==> src/hdl/lpnmd_pkg.sv <==
// ----------------------------------------------------------------------------
// lpnmd_pkg: shared types for the length-prefixed named message deframer
// Parse phases, result kinds and the result record that runs through the queue.
// ----------------------------------------------------------------------------
package lpnmd_pkg;

    localparam int unsigned BYTE_W   = 8;
    localparam int unsigned LEN_W    = 32;
    localparam int unsigned IDX_W    = 2;   // header fields are at most four bytes
    localparam int unsigned Q_DEPTH  = 4;
    localparam int unsigned Q_PTR_W  = 2;
    localparam int unsigned Q_CNT_W  = 3;

    typedef enum logic [1:0] {
        PH_TOTAL   = 2'd0,
        PH_NAMELEN = 2'd1,
        PH_NAME    = 2'd2,
        PH_CONTENT = 2'd3
    } t_phase;

    typedef enum logic [1:0] {
        KIND_NAME    = 2'd0,
        KIND_CONTENT = 2'd1,
        KIND_EMPTY   = 2'd2,
        KIND_ERROR   = 2'd3
    } t_kind;

    typedef struct packed {
        logic [BYTE_W-1:0] data;
        t_kind             kind;
        logic              last;
        logic [LEN_W-1:0]  clen;
    } t_entry;

endpackage

==> src/hdl/lpnmd_front.sv <==
// ----------------------------------------------------------------------------
// lpnmd_front: header parser and byte classifier
// Assembles the length fields, checks them and tags every payload byte.
// ----------------------------------------------------------------------------
module lpnmd_front #(
    parameter int unsigned LEN_FIELD_BYTES      = 4,
    parameter int unsigned NAME_LEN_FIELD_BYTES = 2
) (
    input  logic                                i_clk,
    input  logic                                i_rst_n,
    input  logic                                i_acc,
    input  logic [lpnmd_pkg::BYTE_W-1:0]        i_byte,
    output logic                                o_ent_vld,
    output lpnmd_pkg::t_entry                   o_ent
);

    localparam logic [lpnmd_pkg::IDX_W-1:0] LAST_T = lpnmd_pkg::IDX_W'(LEN_FIELD_BYTES - 1);
    localparam logic [lpnmd_pkg::IDX_W-1:0] LAST_N =
        lpnmd_pkg::IDX_W'(NAME_LEN_FIELD_BYTES - 1);
    localparam logic [lpnmd_pkg::LEN_W+1:0] HDR_BYTES =
        (lpnmd_pkg::LEN_W + 2)'(LEN_FIELD_BYTES + NAME_LEN_FIELD_BYTES);

    lpnmd_pkg::t_phase                r_phase, n_phase;
    logic [lpnmd_pkg::IDX_W-1:0]      r_idx,   n_idx;
    logic [lpnmd_pkg::LEN_W-1:0]      r_total, n_total;
    logic [lpnmd_pkg::LEN_W-1:0]      r_name,  n_name;
    logic [lpnmd_pkg::LEN_W-1:0]      r_rem,   n_rem;
    logic [lpnmd_pkg::LEN_W-1:0]      r_ccnt,  n_ccnt;

    logic [lpnmd_pkg::LEN_W-1:0]      lane;
    logic [lpnmd_pkg::LEN_W-1:0]      asm_total;
    logic [lpnmd_pkg::LEN_W-1:0]      asm_name;
    logic [lpnmd_pkg::LEN_W+1:0]      diff;
    logic                             rem_end;

    // little-endian byte lane of the current header byte
    assign lane      = {{(lpnmd_pkg::LEN_W - lpnmd_pkg::BYTE_W){1'b0}}, i_byte}
                       << {r_idx, 3'b000};
    assign asm_total = ((r_idx == '0) ? '0 : r_total) | lane;
    assign asm_name  = r_name | lane;
    // sign bit of diff flags total < header + name (need may exceed 32 bits)
    assign diff      = {2'b00, r_total} - (HDR_BYTES + {2'b00, asm_name});
    assign rem_end   = (r_rem[lpnmd_pkg::LEN_W-1:1] == '0);

    always_ff @(posedge i_clk) begin
        if (!i_rst_n) begin
            r_phase <= lpnmd_pkg::PH_TOTAL;
            r_idx   <= '0;
            r_total <= '0;
            r_name  <= '0;
            r_rem   <= '0;
            r_ccnt  <= '0;
        end else begin
            r_phase <= n_phase;
            r_idx   <= n_idx;
            r_total <= n_total;
            r_name  <= n_name;
            r_rem   <= n_rem;
            r_ccnt  <= n_ccnt;
        end
    end

    always_comb begin
        n_phase    = r_phase;
        n_idx      = r_idx;
        n_total    = r_total;
        n_name     = r_name;
        n_rem      = r_rem;
        n_ccnt     = r_ccnt;
        o_ent_vld  = 1'b0;
        o_ent.data = i_byte;
        o_ent.kind = lpnmd_pkg::KIND_NAME;
        o_ent.last = 1'b0;
        o_ent.clen = r_ccnt;
        if (i_acc) begin
            unique case (r_phase)
                lpnmd_pkg::PH_TOTAL: begin
                    n_total = asm_total;
                    if (r_idx == LAST_T) begin
                        n_idx   = '0;
                        n_name  = '0;
                        n_phase = lpnmd_pkg::PH_NAMELEN;
                    end else begin
                        n_idx = r_idx + 1'b1;
                    end
                end
                lpnmd_pkg::PH_NAMELEN: begin
                    n_name = asm_name;
                    if (r_idx != LAST_N) begin
                        n_idx = r_idx + 1'b1;
                    end else begin
                        n_idx = '0;
                        if (diff[lpnmd_pkg::LEN_W+1]) begin
                            n_ccnt     = '0;
                            n_rem      = '0;
                            n_phase    = lpnmd_pkg::PH_TOTAL;
                            o_ent_vld  = 1'b1;
                            o_ent.data = '0;
                            o_ent.kind = lpnmd_pkg::KIND_ERROR;
                            o_ent.last = 1'b1;
                            o_ent.clen = '0;
                        end else begin
                            n_ccnt = diff[lpnmd_pkg::LEN_W-1:0];
                            if (asm_name != '0) begin
                                n_rem   = asm_name;
                                n_phase = lpnmd_pkg::PH_NAME;
                            end else if (diff[lpnmd_pkg::LEN_W-1:0] != '0) begin
                                n_rem   = diff[lpnmd_pkg::LEN_W-1:0];
                                n_phase = lpnmd_pkg::PH_CONTENT;
                            end else begin
                                n_rem      = '0;
                                n_phase    = lpnmd_pkg::PH_TOTAL;
                                o_ent_vld  = 1'b1;
                                o_ent.data = '0;
                                o_ent.kind = lpnmd_pkg::KIND_EMPTY;
                                o_ent.last = 1'b1;
                                o_ent.clen = '0;
                            end
                        end
                    end
                end
                lpnmd_pkg::PH_NAME: begin
                    o_ent_vld  = 1'b1;
                    o_ent.kind = lpnmd_pkg::KIND_NAME;
                    o_ent.last = rem_end && (r_ccnt == '0);
                    if (rem_end) begin
                        if (r_ccnt != '0) begin
                            n_rem   = r_ccnt;
                            n_phase = lpnmd_pkg::PH_CONTENT;
                        end else begin
                            n_rem   = '0;
                            n_phase = lpnmd_pkg::PH_TOTAL;
                        end
                    end else begin
                        n_rem = r_rem - 1'b1;
                    end
                end
                lpnmd_pkg::PH_CONTENT: begin
                    o_ent_vld  = 1'b1;
                    o_ent.kind = lpnmd_pkg::KIND_CONTENT;
                    o_ent.last = rem_end;
                    if (rem_end) begin
                        n_rem   = '0;
                        n_phase = lpnmd_pkg::PH_TOTAL;
                    end else begin
                        n_rem = r_rem - 1'b1;
                    end
                end
                default: begin
                    n_phase = lpnmd_pkg::PH_TOTAL;
                end
            endcase
        end
    end

endmodule

==> src/hdl/lpnmd_queue.sv <==
// ----------------------------------------------------------------------------
// lpnmd_queue: small result queue
// Decouples the parser from the output stage; head is read in place.
// ----------------------------------------------------------------------------
module lpnmd_queue (
    input  logic                i_clk,
    input  logic                i_rst_n,
    input  logic                i_wr,
    input  lpnmd_pkg::t_entry   i_wdata,
    output logic                o_full,
    input  logic                i_rd,
    output lpnmd_pkg::t_entry   o_rdata,
    output logic                o_empty
);

    lpnmd_pkg::t_entry                  r_mem [lpnmd_pkg::Q_DEPTH];
    logic [lpnmd_pkg::Q_PTR_W-1:0]      r_wptr, n_wptr;
    logic [lpnmd_pkg::Q_PTR_W-1:0]      r_rptr, n_rptr;
    logic [lpnmd_pkg::Q_CNT_W-1:0]      r_cnt,  n_cnt;
    logic                               do_wr, do_rd;

    assign o_full  = (r_cnt == lpnmd_pkg::Q_CNT_W'(lpnmd_pkg::Q_DEPTH));
    assign o_empty = (r_cnt == '0);
    assign do_wr   = i_wr && !o_full;
    assign do_rd   = i_rd && !o_empty;
    assign o_rdata = r_mem[r_rptr];

    always_comb begin
        n_wptr = do_wr ? r_wptr + 1'b1 : r_wptr;
        n_rptr = do_rd ? r_rptr + 1'b1 : r_rptr;
        n_cnt  = r_cnt;
        if (do_wr && !do_rd) begin
            n_cnt = r_cnt + 1'b1;
        end else if (do_rd && !do_wr) begin
            n_cnt = r_cnt - 1'b1;
        end
    end

    always_ff @(posedge i_clk) begin
        if (!i_rst_n) begin
            r_wptr <= '0;
            r_rptr <= '0;
            r_cnt  <= '0;
        end else begin
            r_wptr <= n_wptr;
            r_rptr <= n_rptr;
            r_cnt  <= n_cnt;
        end
    end

    always_ff @(posedge i_clk) begin
        if (do_wr) begin
            r_mem[r_wptr] <= i_wdata;
        end
    end

endmodule

==> src/hdl/lpnmd_back.sv <==
// ----------------------------------------------------------------------------
// lpnmd_back: result output stage
// Pulls results from the queue into the output register and hands them out.
// ----------------------------------------------------------------------------
module lpnmd_back (
    input  logic                i_clk,
    input  logic                i_rst_n,
    input  logic                i_ent_vld,
    input  lpnmd_pkg::t_entry   i_ent,
    output logic                o_ent_rd,
    input  logic                i_pop,
    output logic                o_vld,
    output lpnmd_pkg::t_entry   o_ent
);

    logic               r_vld;
    lpnmd_pkg::t_entry  r_ent;
    logic               load;

    // refill whenever the register is free or being drained this cycle
    assign load     = !r_vld || i_pop;
    assign o_ent_rd = load && i_ent_vld;
    assign o_vld    = r_vld;
    assign o_ent    = r_ent;

    always_ff @(posedge i_clk) begin
        if (!i_rst_n) begin
            r_vld <= 1'b0;
        end else if (load) begin
            r_vld <= i_ent_vld;
        end
    end

    always_ff @(posedge i_clk) begin
        if (o_ent_rd) begin
            r_ent <= i_ent;
        end
    end

endmodule

==> src/hdl/length_prefixed_named_message_deframer.sv <==
// ----------------------------------------------------------------------------
// length_prefixed_named_message_deframer: byte stream to tagged message bytes
// Splits a framed byte stream into named messages and emits tagged results.
// ----------------------------------------------------------------------------
// Push one received byte per cycle; the block takes a byte every cycle while
// full is low. Each message is a little-endian total length
// (LEN_FIELD_BYTES), a little-endian name length (NAME_LEN_FIELD_BYTES), the
// name bytes and the content bytes; the total counts all four parts. Header
// bytes give no result. Each name or content byte gives one result tagged by
// kind, with the content length of its message alongside, and the final
// result of a message has out_last set. A message with no name and no
// content gives one empty-message marker; a total length too small for the
// header plus the name gives one bad-length result and parsing restarts at
// the next total-length field. A result goes through the queue and the output
// register. Throughput is one byte per cycle, set by the parser doing one
// header-assembly or counter step per byte; full rises only when the
// four-entry result queue is full, i.e. when the consumer stops popping.
// ----------------------------------------------------------------------------
module length_prefixed_named_message_deframer #(
    parameter int unsigned LEN_FIELD_BYTES      = 4,
    parameter int unsigned NAME_LEN_FIELD_BYTES = 2
) (
    input  logic                            i_clk,
    input  logic                            i_rst_n,
    // byte input, queue style
    input  logic                            push,
    output logic                            full,
    input  logic [lpnmd_pkg::BYTE_W-1:0]    i_rx_byte,
    // result output, queue style
    output logic                            empty,
    input  logic                            pop,
    output logic [lpnmd_pkg::BYTE_W-1:0]    o_out_byte,
    output logic [1:0]                      o_out_kind,
    output logic                            o_out_last,
    output logic [lpnmd_pkg::LEN_W-1:0]     o_content_length
);

    logic               acc;
    logic               ent_vld;
    lpnmd_pkg::t_entry  ent;
    logic               q_full;
    logic               q_empty;
    logic               q_rd;
    lpnmd_pkg::t_entry  q_head;
    logic               out_vld;
    lpnmd_pkg::t_entry  out_ent;

    // A byte request is taken whenever the queue has room. The parser only
    // writes the queue in the cycle it accepts, so a non-full queue always
    // has space for the one result a byte can cause.
    assign full = q_full;
    assign acc  = push && !q_full;

    // Front: header assembly, length check and byte classification.
    lpnmd_front #(
        .LEN_FIELD_BYTES      (LEN_FIELD_BYTES),
        .NAME_LEN_FIELD_BYTES (NAME_LEN_FIELD_BYTES)
    ) u_front (
        .i_clk     (i_clk),
        .i_rst_n   (i_rst_n),
        .i_acc     (acc),
        .i_byte    (i_rx_byte),
        .o_ent_vld (ent_vld),
        .o_ent     (ent)
    );

    // Short queue between the parser and the output stage.
    lpnmd_queue u_queue (
        .i_clk   (i_clk),
        .i_rst_n (i_rst_n),
        .i_wr    (ent_vld),
        .i_wdata (ent),
        .o_full  (q_full),
        .i_rd    (q_rd),
        .o_rdata (q_head),
        .o_empty (q_empty)
    );

    // Back: registered result, refilled in the same cycle it is popped.
    lpnmd_back u_back (
        .i_clk     (i_clk),
        .i_rst_n   (i_rst_n),
        .i_ent_vld (!q_empty),
        .i_ent     (q_head),
        .o_ent_rd  (q_rd),
        .i_pop     (pop),
        .o_vld     (out_vld),
        .o_ent     (out_ent)
    );

    assign empty            = !out_vld;
    assign o_out_byte       = out_ent.data;
    assign o_out_kind       = out_ent.kind;
    assign o_out_last       = out_ent.last;
    assign o_content_length = out_ent.clen;

endmodule
==> config.mk <==
export PLATFORM = sky130hd
export DESIGN_NAME = length_prefixed_named_message_deframer
export DESIGN_NICKNAME = d
export VERILOG_FILES = /design/src/hdl/lpnmd_pkg.sv /design/src/hdl/lpnmd_front.sv /design/src/hdl/lpnmd_queue.sv /design/src/hdl/lpnmd_back.sv /design/src/hdl/length_prefixed_named_message_deframer.sv
export SDC_FILE = /design/constraint.sdc
export NUM_CORES = 1
export LEC_CHECK = 0
export BUFFER_PORTS_ARGS = -buffer_cell sky130_fd_sc_hd__buf_4
export CAP_MARGIN = 20
export CORE_ASPECT_RATIO = 1.75
export CORE_MARGIN = 4
export CORE_UTILIZATION = 55
export CTS_CLUSTER_DIAMETER = 150
export DETAILED_ROUTE_END_ITERATION = 10
export PLACE_DENSITY = 0.74
export SLEW_MARGIN = 20
export SYNTH_ARGS = -nofsm -noshare
export SYNTH_HDL_FRONTEND = slang
export SYNTH_SLANG_ARGS = --single-unit
==> constraint.sdc <==
create_clock -name i_clk -period 6.45 [get_ports i_clk]
set_input_delay 0 -clock i_clk [delete_from_list [all_inputs] [get_ports i_clk]]
set_output_delay 0 -clock i_clk [all_outputs]
set_load 0.02 [all_outputs]
==> results.cfg <==
[worst_setup_path]
cp_max_fo = 7
cp-start-kind = flip-flop
worstPathRequired_ns = 6.95
slowest_delay_ns = 0.53
end_kind = flip-flop
crit_buf_inv = 3
crit_type = flip-flop to flip-flop
cp_top_family = simple AND/OR/NAND/NOR gates
arrival_ns = 6.69
cp_slowest_cell = or4_1
critical_path.cell_chain = buf_4 > and2b_2 > a21oi_1 > or4_1 > or3_4 > nor3_4 > buf_4 > xor2_1 > ha_1 > and2_1 > o21a_1 > a2111o_1 > and3_1 > or4_4 > a221oi_4 > o2111ai_2 > nor3_2 > a31o_2 > ha_1 > inv_1 > fa_1 > xor2_1 > or3_1 > a21oi_1

[die]
fp.dieH_um = 246
dieArea_mm2 = 0.0353
initial_core_util_pct = 56.1
io_pins = 57
rows = 86
die_x_um = 144
core_area_mm2 = 0.0316

[clock_network]
cts_sinks = 355
cts_max_path_buffers = 3
h-tree-depth = 1
numCtsBuffers = 31
root_buffer = clkbuf_16
clock_latency_ns = 0.59
cts.reportedPaths.clkPinSlew_ns = 0.07
cts_tree = built

[routing]
drtPass1Iterations = 6
vias = 14000
post_drt_wl_per_cell_um = 23.9
drtAntennaViolNets = 0
drc = 0
viasPerCell = 6.37
wirelength_um = 52500
drt_iter0_drc = 1003

[logic_synthesis]
synthesis.nets = 1684
synthTopCellsByCount = edfxtp_1, dfxtp_1, a21oi_1, nor2_1, nor3_1
synth_most_common_cell = edfxtp_1
ys_seq_elements = 355
synth_area_mm2 = 0.0178
synth.yosys.seq_area_share_pct = 52.1
synth_top_area_share_pct = 36.4
synthArstFlopShare_pct = 0
ys_types = 82
synth_area_leaders = edfxtp_1, dfxtp_1, mux4_2, a21oi_1, ha_1
synth_top_area_cell = edfxtp_1
yosys_warnings = 0
synth_enable_flop_cells = 215
synth_area_per_cell_um2 = 10.9
syn_inst = 1628
synth_flop_cell = edfxtp_1

[sta]
worst_slew_pin_slew_ns = 1.05
clock_skew_ns = 0.0278
relSlewSlack_pct = 29.1
timing_hold_violations_final = 0
fmax_mhz = 162
finalCritPeriodShare_pct = 95.9
setup_ws_ns = 0.263
finalMaxSlewViolations = 0
whs_ns = 0.0856
post-route-min-period_ns = 6.19
setup_viol = 0
tns_ns = 0

[cells_and_area]
finish.utilization_pct = 65.5
num-fill-cells = 2464
diodes = 0
ff_latch_area_mm2 = 0.00926
fin_cells = 2198
syn_to_final_growth_pct = 16.6
drive_gt1_share_pct = 20.0
fin_nets = 1833
multi_input_area_mm2 = 0.00809

[power_and_ir_drop]
ir_worst_vdd_mv = 0.331
power_density_mw_per_mm2 = 350
power.leakage_nw = 7.62

[grt]
use_met1_pct = 33.7
antenna_found_initial = 0
use_met2_pct = 53.5
grt_pass1_wl_um = 81500
grtUsageTotal_pct = 29.8
use_met3_pct = 3.50
grt_pass1_vias = 14300
overflow = 0
busiest_layer = met2
grt_max_degree = 83

[placed_design]
place_hpwl_um = 38800
dpl.cell_count = 2126
pre_cts_slack_ns = 0.0224
portBuffers = 56
place_congestion = 0.985

[worst_hold_path]
hold_class = input pin to flip-flop

[run]
drv_cap = 0

[status]
status = completed
[through the flow]
step	instance area [µm²]	power, mW
after floorplan	17800	4.36
after global placement	19500	5.37
after detailed placement	19500	5.40
after CTS	20600	7.27
after global routing	20700	7.59
final	20700	7.25
[worst min-delay path: cells and delay by family]
kind,cells,cell delay (ns)
buffers and inverters,3,0.46
and+or+nand+nor,1,0.16
[repair_timing]
item	in CTS	in global routing
hold buffers	9	0
hold endpoints to repair	47	0
pin swaps	0	5
gates resized for setup	2	10
setup buffers	0	4
setup endpoints to repair	1	5
[state kept, by name (all words and copies together) (netlist names)]
name,count
u_front.r_total,32
u_front.r_ccnt,32
u_front.r_rem,32
u_front.r_idx,2
u_back.o_ent,43
u_back.o_vld,1
u_queue.r_rptr,2
u_queue.r_mem,172
u_queue.r_wptr,2
u_front.r_phase,2
u_front.r_name,32
u_queue.r_cnt,3
[layout make-up]
type | instances | area share [%]
Clock inverter | 20 | 1.01
Multi-Input combinational cell | 1147 | 39.1
Inverter | 21 | 0.381
Clock buffer | 38 | 3.92
Sequential cell | 355 | 44.7
Timing Repair Buffer | 221 | 8.50
Tap cell | 396 | 2.39
[power by group]
| group | internal [mW] | total, mW | switching [mW] |
|---|---|---|---|
| logic | 1.06 | 2.62 | 1.56 |
| registers | 2.65 | 2.76 | 0.113 |
| clock network | 1.02 | 1.86 | 0.834 |
| total | 4.73 | 7.25 | 2.51 |
[cells in the final DEF, fill, tap and decap left out, types with 7 or more instances in the layout]
cell / netlist / layout
o21a_1: 13 / 13
o211ai_1: 13 / 13
nand2b_1: 18 / 18
or4_1: 12 / 12
nand2_1: 84 / 83
o221a_1: 8 / 8
dlygate4sd3_1: 0 / 9
xor2_1: 37 / 37
a21oi_1: 132 / 130
o211a_1: 12 / 12
buf_4: 1 / 205
dfxtp_1: 140 / 138
a211oi_1: 9 / 8
and3_1: 7 / 7
a221oi_1: 20 / 20
nor3_1: 94 / 93
and2_1: 54 / 50
inv_1: 21 / 20
o221a_2: 10 / 10
a21o_1: 16 / 16
clkbuf_16: 0 / 31
nor4_1: 26 / 25
xnor2_1: 31 / 31
nand3_1: 38 / 37
o21ai_1: 8 / 7
nand4_1: 20 / 20
or2_2: 9 / 9
or3_1: 13 / 12
edfxtp_1: 215 / 215
a31oi_1: 13 / 13
o21ai_0: 66 / 65
nor2_1: 116 / 114
nor3b_1: 7 / 7
a22oi_1: 35 / 35
nor2b_1: 53 / 53
mux4_2: 43 / 43
ha_1: 42 / 42
[logic make-up (layout without fill, tap and decap cells)]
| group | after synthesis | count (layout) | synth area share (%) |
|---|---|---|---|
| multiplexers | 48 | 48 | 5.73 |
| XOR/XNOR | 68 | 68 | 3.35 |
| buffers and inverters | 126 | 300 | 2.84 |
| AO/OA/AOI/OAI | 414 | 414 | 15.8 |
| flip-flops | 355 | 355 | 52.1 |
| adder cells (fa/ha/maj) | 44 | 44 | 3.18 |
| AND/OR/NAND/NOR | 573 | 573 | 16.9 |
[worst paths after layout]
path / start / to / slack [ns] / cells after the start
setup / recovery: u_front.r_idx[1] / u_queue.r_cnt[2] / 0.26 / 24
hold / removal: i_rst_n / u_queue.r_rptr[1] / 0.09 / 4
hold reg to reg: u_front.r_ccnt[22] / u_front.r_ccnt[22] / 0.49 / 2
setup reg to reg: u_front.r_idx[1] / u_queue.r_cnt[2] / 0.26 / 24
[layer usage]
layer / part of all wire (%) / wire length (µm) / vias up
met5: 0 / 0 / -
met4: 6.3 / 3310 / 0
met3: 4.7 / 2480 / 164
met2: 53 / 27800 / 497
met1: 36 / 19000 / 6814
li1: - / - / 6520
Note: power is estimated with default switching activity, not from simulation.
